### src/rtl/core/pcrlh_pkg.sv
// pcrlh_pkg: shared types, constants and codes of the per-channel run-length histogram unit
// no dependencies; imported by the interfaces and by every module under rtl/core but pcrlh_ram
package pcrlh_pkg;

  // default sizes of the storage
  localparam int NumMoleculesDef = 256;
  localparam int MaxBinsDef      = 1024;
  localparam int CountBitsDef    = 20;

  // fixed field widths
  localparam int MOL_W   = 8;
  localparam int SIZE_W  = 9;
  localparam int LEN_W   = 11;
  localparam int BCNT_W  = 20;
  localparam int CFG_W   = 11;
  localparam int CIDX_W  = 1;

  localparam logic [SIZE_W-1:0] MIN_CLUSTER_RST = 9'd1;
  localparam logic [LEN_W-1:0]  MAX_RUN_RST     = 11'd1000;
  localparam logic [LEN_W-1:0]  RUN_CNT_SAT     = {LEN_W{1'b1}};

  typedef enum logic [CIDX_W-1:0] {
    REG_MIN_CLUSTER = 1'b0,
    REG_MAX_RUN     = 1'b1
  } cfg_reg_e;

  typedef enum logic {
    ST_CLEAR = 1'b0,
    ST_RUN   = 1'b1
  } state_e;

  // pipeline control from the top level
  typedef struct packed {
    logic adv;  // all stages move on this cycle
    logic clr;  // clearing pass in progress
  } pipe_ctl_t;

  // run stage result handed to the bin stage
  typedef struct packed {
    logic [MOL_W-1:0] mol;
    logic             closed;
    logic [LEN_W-1:0] length;
  } run_res_t;

endpackage

### src/rtl/core/pcrlh_ram.sv
// pcrlh_ram: generic single-write, single-read synchronous ram with registered read
// no dependencies; read during write to the same address returns the old data
module pcrlh_ram #(
  parameter int Width = 8,
  parameter int Depth = 16
) (
  input  logic                                   clk_i,
  input  logic                                   we_i,
  input  logic [(Depth > 1 ? $clog2(Depth) : 1)-1:0] waddr_i,
  input  logic [Width-1:0]                       wdata_i,
  input  logic                                   re_i,
  input  logic [(Depth > 1 ? $clog2(Depth) : 1)-1:0] raddr_i,
  output logic [Width-1:0]                       rdata_o
);
  logic [Width-1:0] mem_q [Depth];
  logic [Width-1:0] rdata_q;

  always_ff @(posedge clk_i) begin
    if (we_i) begin
      mem_q[waddr_i] <= wdata_i;
    end
    if (re_i) begin
      rdata_q <= mem_q[raddr_i];
    end
  end

  assign rdata_o = rdata_q;

endmodule

### src/rtl/core/pcrlh_run_stage.sv
// pcrlh_run_stage: per-molecule run counter ram, its forwarding register and the close decision
// depends on pcrlh_pkg and pcrlh_ram
module pcrlh_run_stage import pcrlh_pkg::*; #(
  parameter int NumMolecules = NumMoleculesDef,
  parameter int MaxBins      = MaxBinsDef,
  parameter int HistAw       = 18
) (
  input  logic              clk_i,
  input  logic              rst_ni,
  input  pipe_ctl_t         ctl_i,
  input  logic [HistAw-1:0] clr_addr_i,
  input  logic              accept_i,
  input  logic [MOL_W-1:0]  mol_i,
  input  logic [SIZE_W-1:0] size_i,
  input  logic              eor_i,
  input  logic [SIZE_W-1:0] min_cluster_i,
  input  logic [LEN_W-1:0]  max_run_i,
  output logic              valid_o,
  output run_res_t          res_o,
  output logic [HistAw-1:0] hist_addr_o
);
  localparam int MOL_AW = (NumMolecules > 1) ? $clog2(NumMolecules) : 1;
  localparam int BIN_W  = $clog2(MaxBins);
  localparam int EW     = ($clog2(MaxBins + 1) > LEN_W) ? $clog2(MaxBins + 1) : LEN_W;

  // stage 0: address decode
  logic [MOL_AW+MOL_W-1:0] mol_ext;
  logic [MOL_AW-1:0]       mol_addr;
  logic                    in_range;
  logic                    extend;
  logic [HistAw-1:0]       base;

  assign mol_ext  = {{MOL_AW{1'b0}}, mol_i};
  assign mol_addr = mol_ext[MOL_AW-1:0];
  assign in_range = mol_ext < (MOL_AW + MOL_W)'(NumMolecules);
  assign extend   = !eor_i && (size_i >= min_cluster_i);
  assign base     = HistAw'(mol_addr) * HistAw'(MaxBins);

  // stage 1 registers
  logic              valid_q;
  logic [MOL_W-1:0]  mol_q;
  logic [MOL_AW-1:0] addr_q;
  logic              in_range_q;
  logic              extend_q;
  logic [HistAw-1:0] base_q;

  always_ff @(posedge clk_i or negedge rst_ni) begin
    if (!rst_ni) begin
      valid_q <= 1'b0;
    end else if (ctl_i.adv) begin
      valid_q <= accept_i;
    end
  end

  always_ff @(posedge clk_i) begin
    if (ctl_i.adv) begin
      mol_q      <= mol_i;
      addr_q     <= mol_addr;
      in_range_q <= in_range;
      extend_q   <= extend;
      base_q     <= base;
    end
  end

  // counter ram and forwarding of the write made at the read edge
  logic              fwd_valid_q;
  logic [MOL_AW-1:0] fwd_addr_q;
  logic [LEN_W-1:0]  fwd_data_q;
  logic [LEN_W-1:0]  ram_rdata;
  logic [LEN_W-1:0]  cnt;
  logic [LEN_W-1:0]  cnt_d;
  logic              wr_item;
  logic              ram_we;
  logic [MOL_AW-1:0] ram_waddr;
  logic [LEN_W-1:0]  ram_wdata;

  assign wr_item = ctl_i.adv && valid_q && in_range_q;
  assign cnt     = (fwd_valid_q && (fwd_addr_q == addr_q)) ? fwd_data_q : ram_rdata;

  always_comb begin
    if (ctl_i.clr) begin
      ram_we    = clr_addr_i < HistAw'(NumMolecules);
      ram_waddr = clr_addr_i[MOL_AW-1:0];
      ram_wdata = '0;
    end else begin
      ram_we    = wr_item;
      ram_waddr = addr_q;
      ram_wdata = cnt_d;
    end
  end

  pcrlh_ram #(
    .Width (LEN_W),
    .Depth (NumMolecules)
  ) u_cnt_ram (
    .clk_i   (clk_i),
    .we_i    (ram_we),
    .waddr_i (ram_waddr),
    .wdata_i (ram_wdata),
    .re_i    (ctl_i.adv),
    .raddr_i (mol_addr),
    .rdata_o (ram_rdata)
  );

  always_ff @(posedge clk_i or negedge rst_ni) begin
    if (!rst_ni) begin
      fwd_valid_q <= 1'b0;
    end else if (ctl_i.adv) begin
      fwd_valid_q <= valid_q && in_range_q;
    end
  end

  always_ff @(posedge clk_i) begin
    if (wr_item) begin
      fwd_addr_q <= addr_q;
      fwd_data_q <= cnt_d;
    end
  end

  // close decision and bin address
  logic [EW-1:0]    eff_max;
  logic [EW-1:0]    max_ext;
  logic [EW-1:0]    cnt_ext;
  logic [EW-1:0]    clamped;
  logic [BIN_W-1:0] bin;

  assign max_ext = EW'(max_run_i);
  assign cnt_ext = EW'(cnt);
  assign eff_max = (max_run_i == '0) ? EW'(1) :
                   ((max_ext > EW'(MaxBins)) ? EW'(MaxBins) : max_ext);
  assign clamped = (cnt_ext > eff_max) ? eff_max : cnt_ext;
  assign bin     = BIN_W'(clamped - EW'(1));

  always_comb begin
    res_o.mol    = mol_q;
    res_o.closed = 1'b0;
    res_o.length = '0;
    cnt_d        = cnt;
    if (in_range_q) begin
      if (extend_q) begin
        cnt_d        = (cnt == RUN_CNT_SAT) ? cnt : cnt + LEN_W'(1);
        res_o.length = cnt_d;
      end else begin
        cnt_d        = '0;
        res_o.closed = (cnt != '0);
        res_o.length = (cnt != '0) ? LEN_W'(clamped) : '0;
      end
    end
  end

  assign valid_o     = valid_q;
  assign hist_addr_o = base_q + HistAw'(bin);

endmodule

### config.mk
export PLATFORM = sky130hd
export DESIGN_NAME = pcrlh_run_stage
export DESIGN_NICKNAME = d
export VERILOG_FILES = /design/src/rtl/core/pcrlh_pkg.sv /design/src/rtl/core/pcrlh_ram.sv /design/src/rtl/core/pcrlh_run_stage.sv
export SDC_FILE = /design/constraint.sdc
export NUM_CORES = 2
export LEC_CHECK = 0
export BUFFER_PORTS_ARGS = -buffer_cell sky130_fd_sc_hd__clkbuf_2
export CAP_MARGIN = 20
export CORE_ASPECT_RATIO = 0.5
export CORE_MARGIN = 1.5
export CORE_UTILIZATION = 60
export CTS_CLUSTER_SIZE = 14
export DETAILED_ROUTE_END_ITERATION = 10
export PLACE_DENSITY = 0.76
export SLEW_MARGIN = 40
export SYNTH_ARGS = -nofsm -noshare
export SYNTH_HDL_FRONTEND = slang
export SYNTH_SLANG_ARGS = --single-unit
### constraint.sdc
create_clock -name clk_i -period 18.4 [get_ports clk_i]
set_clock_uncertainty 0.05 [all_clocks]
set_input_delay 1.84 -clock clk_i [delete_from_list [all_inputs] [get_ports clk_i]]
set_output_delay 1.84 -clock clk_i [all_outputs]
set_load 0.02 [all_outputs]
Word-level counts from Yosys, hierarchy flattened
Memory sizes are Yosys's and may differ from the RTL's. A register that Yosys moved wholly into a read port is not among the register bits. Index checks and enable logic that the tools add are counted.

Register bits after elaboration: 31. Latch bits: 0. Memory bits (writable): 2816. Bits in read-only memories: 0. Bits of input ports: 61. Output and inout port bits: 39. Memories kept: 1.

Add/subtract/negate cells: 3. Multiply operators: 0. Div/mod/pow operators: 0. $lt $le $gt $ge: 5. Eq/ne operators: 2. Shift-type cells: 0. Mux-type cells: 16. Bitwise operators: 0. Reductions and logical operators: 8.

Memory list: u_cnt_ram.mem_q (depth 256, width 11, rd ports 1, clocked after Yosys merged registers in 1, wr ports 1, line pcrlh_ram.sv:15) `logic [Width-1:0] mem_q [Depth];`.

Operator list (count): 11-bit two-way mux (10); 18-bit by 10-bit adder with 18-bit output (1); 18-bit by 9-bit less-than comparator with 1-bit output (second input constant) (1); 12-bit two-way mux (1); 11-bit by 1-bit adder with 11-bit output (second input constant) (1); 11-bit equality test (second input constant) (1); 11-bit > comparator (1); 11-bit > comparator (second input constant) (1); 11-bit logical NOT (1); 11-bit nonzero test (1); 10-bit by 1-bit subtractor with 10-bit output (second input constant) (1); 9-bit greater-or-equal comparator (1); 8-bit by 9-bit less-than comparator with 1-bit output (second input constant) (1); 8-bit equality test (1); 8-bit two-way mux (1); 1-bit logical AND (5); 1-bit two-way mux (4); 1-bit logical NOT (1).

Depth between registers and ports, before layout
Depth in word-level cells: 8. Gate-level depth with buffers: 21.

Modules after synthesis
A second synthesis with hierarchy kept.

Cell total of the unflattened synthesis: 5330. Area total of the unflattened synthesis: 111722.2 µm².

Modules (own cells, without submodules): pcrlh_ram (times used 1, cells an instance 4999, area an instance 108823.1 µm², sequential area each 84891.4 µm²); pcrlh_run_stage (times used 1, cells an instance 331, area an instance 2899.0 µm², sequential area each 890.9 µm²).

Least setup slack after synthesis
No wires, ideal clock.

Path type: flip-flop to flip-flop. Start: register addr_q[0]. End: memory u_cnt_ram.mem_q[0][2] in the netlist's numbering, data pin. Arrival: 12083 ps. Setup slack: 4168 ps. Stages on the path, launching flop included: 12. Buffers on the path: 3. Cells stage by stage: edfxtp_1 xnor2_1 nand3_1 nor4_1 buf_2 buf_2 mux2_2 ha_1 and4_1 clkbuf_1 nor2_1 nor3_1.

Longest elaborated chain between the ends: 8. Elaborated cells on any way between the ends: 9.

Ends and longest elaborated chain: from (decl) (line pcrlh_run_stage.sv:42) `logic [MOL_AW-1:0] addr_q;`; from (signal assigned) (line pcrlh_run_stage.sv:58) `addr_q <= mol_addr;`; 8-bit equality test * (line pcrlh_run_stage.sv:78) `assign cnt = (fwd_valid_q && (fwd_addr_q == addr_q)) ? fwd_data_q : ram_rdata;`; 1-bit logical AND * (line pcrlh_run_stage.sv:78); 11-bit two-way mux * (line pcrlh_run_stage.sv:78); 11-bit by 1-bit adder with 11-bit output / 11-bit equality test (equally long branches) (line pcrlh_run_stage.sv:141) `cnt_d = (cnt == RUN_CNT_SAT) ? cnt : cnt + LEN_W'(1);`; 11-bit two-way mux (line pcrlh_run_stage.sv:141); 11-bit two-way mux (line pcrlh_run_stage.sv:140) `if (extend_q) begin`; 11-bit two-way mux * (line pcrlh_run_stage.sv:139) `if (in_range_q) begin`; 11-bit two-way mux * (line pcrlh_run_stage.sv:81) `if (ctl_i.clr) begin`; via ram_wdata[2] (line pcrlh_run_stage.sv:75) `logic [LEN_W-1:0] ram_wdata;`; to (decl) (line pcrlh_ram.sv:15).

The timed path passes the listed nets; every way through them passes the cells marked *.

Worst setup path in the final report
Start: register addr_q[5]. End: output port hist_addr_o[6].

Longest elaborated chain between the ends: 7.

Ends and longest elaborated chain: 8-bit equality test * (line pcrlh_run_stage.sv:78); 1-bit logical AND * (line pcrlh_run_stage.sv:78); 11-bit two-way mux * (line pcrlh_run_stage.sv:78); 11-bit > comparator (line pcrlh_run_stage.sv:131) `assign clamped = (cnt_ext > eff_max) ? eff_max : cnt_ext;`; 11-bit two-way mux * (line pcrlh_run_stage.sv:131); 10-bit by 1-bit subtractor with 10-bit output * (line pcrlh_run_stage.sv:132) `assign bin = BIN_W'(clamped - EW'(1));`; 18-bit by 10-bit adder with 18-bit output * (line pcrlh_run_stage.sv:152) `assign hist_addr_o = base_q + HistAw'(bin);`; to (decl) (line pcrlh_run_stage.sv:20) `output logic [HistAw-1:0] hist_addr_o`.

Mark *: on every way between the ends. The rest lies on a longest branch, timed or not.

==> impl_metrics.toml <==
[status]
outcome = "complete, no violations"

[hold_path]
hold_path.class = "reg2reg"
hp-start = "valid_o$_DFFE_PN0P_"
holdPathEnd = "valid_o$_DFFE_PN0P_"
holdPathStages = 1

[sta]
min_period_over_period_pct = 45.0
report.final.slew_viol_count = 0
hold_ws_ps = 502
rsz0062_at_grt = "false"
fin_setup_tns_ps = 0
fin_crit_ps = 8270
tightest_slew_ps = 893
fmax_ghz = 0.121
slew_headroom_pct = 40.5
hold_viol = 0
setup_viol = 0

[clock_network]
cts-buffers-inserted = 242
clockRootBuffer = "clkbuf_16"
cts.sinks = 2857
cts.clk_slew.worst_paths_ps = 70
clk_path_buf_depth = 4
cts_hold_repair.buffers = 0
ctsResizeCount = 0
cts_setup_buffers = 0
ctsHtreeMaxLevel = 4
insertion_delay_ps = 890
cts_tree = "yes"

[synth]
synth_top_area_share_pct = 77.2
synth_seq_area_share_pct = 77.3
syn_nets = 4761
netlist_instances = 4677
syn-cell-area_mm2 = 0.111
ys_ff_latch = 2857
synthTopCellsByArea = "edfxtp_1 (77%), mux4_2 (19%), nor2_1 (0.99%)"
synth-main-ff-cell = "edfxtp_1"
async_flop_share_pct = 0.0700
syn_area_per_cell_um2 = 23.7
synth_edf_count = 2855
synth.most_common_cell = "edfxtp_1"
yosysWarnings = 0
synth_top_cells_by_count = "edfxtp_1 (2855), mux4_2 (924), nor2_1 (293), clkbuf_1 (161), nand2_1 (76)"
yosysTopAreaCell = "edfxtp_1"
yosys.cell_types.count = 49

[global_route]
grt_max_degree = 223
grt.total_usage_pct = 30.8
antenna_found_initial = 24
grt_use_met3_pct = 10.1
met1_usage_pct = 44.5
first_global_vias = 53500
grt_pass1_wl_um = 404000
grt.met2_usage_pct = 45.5
gr-total-overflow = 0
grt.busiest_layer = "met2"

[power_and_ir_drop]
p_leak_nw = 38.0
power_density_mw_per_mm2 = 104
ir_drop_uv = 91.9

[setup_path]
crit_family = "simple AND/OR/NAND/NOR gates"
critPathKind = "reg2out"
crit_buf_inv = 3
cp.required_ps = 16510
slowest_stage = "nor2_2"
arrival_ps = 6380
startpoint_type = "flop"
max_stage_delay_ps = 570
cp_max_fo = 27
r2r_start = "addr_q[5]$_DFFE_PP_"
rr_endpoint = "u_cnt_ram.mem_q[248][1]$_DFFE_PP_"
cp-end-kind = "primary output"
reg2regPathDepth = 13
worstPathCellList = "xnor2_1, nand4_1, nor4_2, buf_4, mux2i_1, inv_1, ha_1, nand3_1, nor3_1, o21ai_0, and3_1, nor2_2, nand2_1, o21ai_0, ha_1, o221ai_1, xnor2_1, mux2i_1, clkbuf_2"
r2r_setup_slack_ps = 12690

[floorplanning]
coreArea_mm2 = 0.183
rows = 111
dieArea_mm2 = 0.188
initial_core_util_pct = 60.5
dieWidth_um = 611
io_pins = 100
die_y_um = 307

[drt]
drtIter0Drc = 9498
detail-route-antenna-nets = 0
vias = 54600
wirelength_um = 294000
routed_via_density = 7.28
first_pass_iters = 7
wl_per_cell_um = 39.1
drc_errors = 0

[final_layout]
post-route-util_pct = 67.0
syn_to_final_growth_pct = 10.7
layout.cells.non_filler = 7504
drive_above_1_share_pct = 33.9
fin_area_mm2 = 0.123
num-fill-cells = 10500
finalNetCount = 4981

[placed_design]
port_buffers = 99
dp_hpwl_um = 157000
placedInstanceArea_mm2 = 0.116
gp_congestion = 0.892
placed_cells = 7124

[run]
drv_cap = 0
## metrics by stage
| stage | worst slack, ps | power, mW |
|---|---|---|
| after floorplan | 4170 | 7.88 |
| after global placement | 10140 | 8.13 |
| after detailed placement | 10820 | 8.17 |
| after CTS | 10240 | 12.7 |
| after global routing | 9760 | 13.0 |
| final | 10130 | 12.7 |
## power by group
part           internal [mW]  leakage (nW)  switching (mW)
clock network           2.42          3.22            2.24
registers               7.21          26.3          0.0243
logic                  0.304          8.49           0.535
total                   9.94          38.0            2.80
## sequential cells by signal, indices dropped and copies added (netlist names)
register / flops
fwd_addr_q: 8
extend_q: 1
valid_o: 1
addr_q: 8
fwd_data_q: 11
u_cnt_ram.rdata_o: 11
u_cnt_ram.mem_q: 2816
fwd_valid_q: 1
## cells in the final DEF, fill, tap and decap left out, types with 5 or more instances in the layout
cell,count
nand2_2,15
xnor2_1,19
a31oi_1,5
clkbuf_2,94
buf_12,13
nor4_1,7
nor2_4,49
xor2_1,6
and3_1,8
clkbuf_16,245
inv_1,40
buf_16,19
mux4_2,924
mux2_2,8
buf_4,74
mux2i_1,20
o32ai_2,6
ha_1,23
edfxtp_1,2855
a21o_1,5
o21ai_0,14
clkinv_1,37
a22oi_1,19
buf_6,26
a21oi_1,7
clkbuf_1,61
nand2_1,59
nor2_1,61
nor2_2,183
nor3_1,7
nand2b_1,5
diode_2,8
o32ai_1,5
buf_8,6
clkinv_2,10
nand3_1,10
## logic make-up (layout without fill, tap and decap cells)
kind of cell	after synthesis	after routing	share of synthesized area [%]
muxes	952	952	19.0
buffers and inverters	303	636	1.13
DFF	2857	2857	77.3
other	0	8	0
adders and majority gates	23	23	0.259
xor gates and xnor gates	25	25	0.197
and+or+nand+nor	431	431	1.59
AOI/OAI and AO/OA	86	86	0.550
## worst reg2reg max path: cells and delay by family (launching register included)
kind | cells | cell delay (ps)
xor gates and xnor gates | 1 | 320
adders and majority gates | 1 | 270
buffers and inverters | 4 | 2360
DFF | 1 | 540
muxes | 2 | 760
and+or+nand+nor | 5 | 1070
## layout make-up
class | count | area [um2] | share of cell area [%]
Clock inverter | 51 | 269 | 0.219
Sequential cell | 2857 | 85800 | 69.8
Multi-Input combinational cell | 1517 | 25000 | 20.3
Antenna cell | 8 | 20.0 | 0.0163
Tap cell | 2486 | 3110 | 2.53
Timing Repair Buffer | 237 | 2250 | 1.83
Inverter | 42 | 158 | 0.128
Clock buffer | 306 | 6360 | 5.17
## worst max-delay path by stage
stage / from / end / slack (ps) / cells after the start
after floorplan: addr_q[0]$_DFFE_PP_ / u_cnt_ram.mem_q[0][2]$_DFFE_PP_ / 4170 / 11
after global placement: mol_i[0] / u_cnt_ram.rdata_o[6]$_DFFE_PP_ / 10140 / 9
after detailed placement: mol_i[1] / u_cnt_ram.rdata_o[2]$_DFFE_PP_ / 10820 / 10
after CTS: addr_q[7]$_DFFE_PP_ / hist_addr_o[6] / 10240 / 19
after global routing: addr_q[5]$_DFFE_PP_ / hist_addr_o[8] / 9760 / 18
final: addr_q[5]$_DFFE_PP_ / hist_addr_o[6] / 10130 / 19
## layer usage
metal,share of wire (%),wire [um]
met5,0.054,160
met4,3.8,11100
met3,15,44400
met2,46,135000
met1,35,102000
No activity file was read; power rests on OpenSTA's default activity.
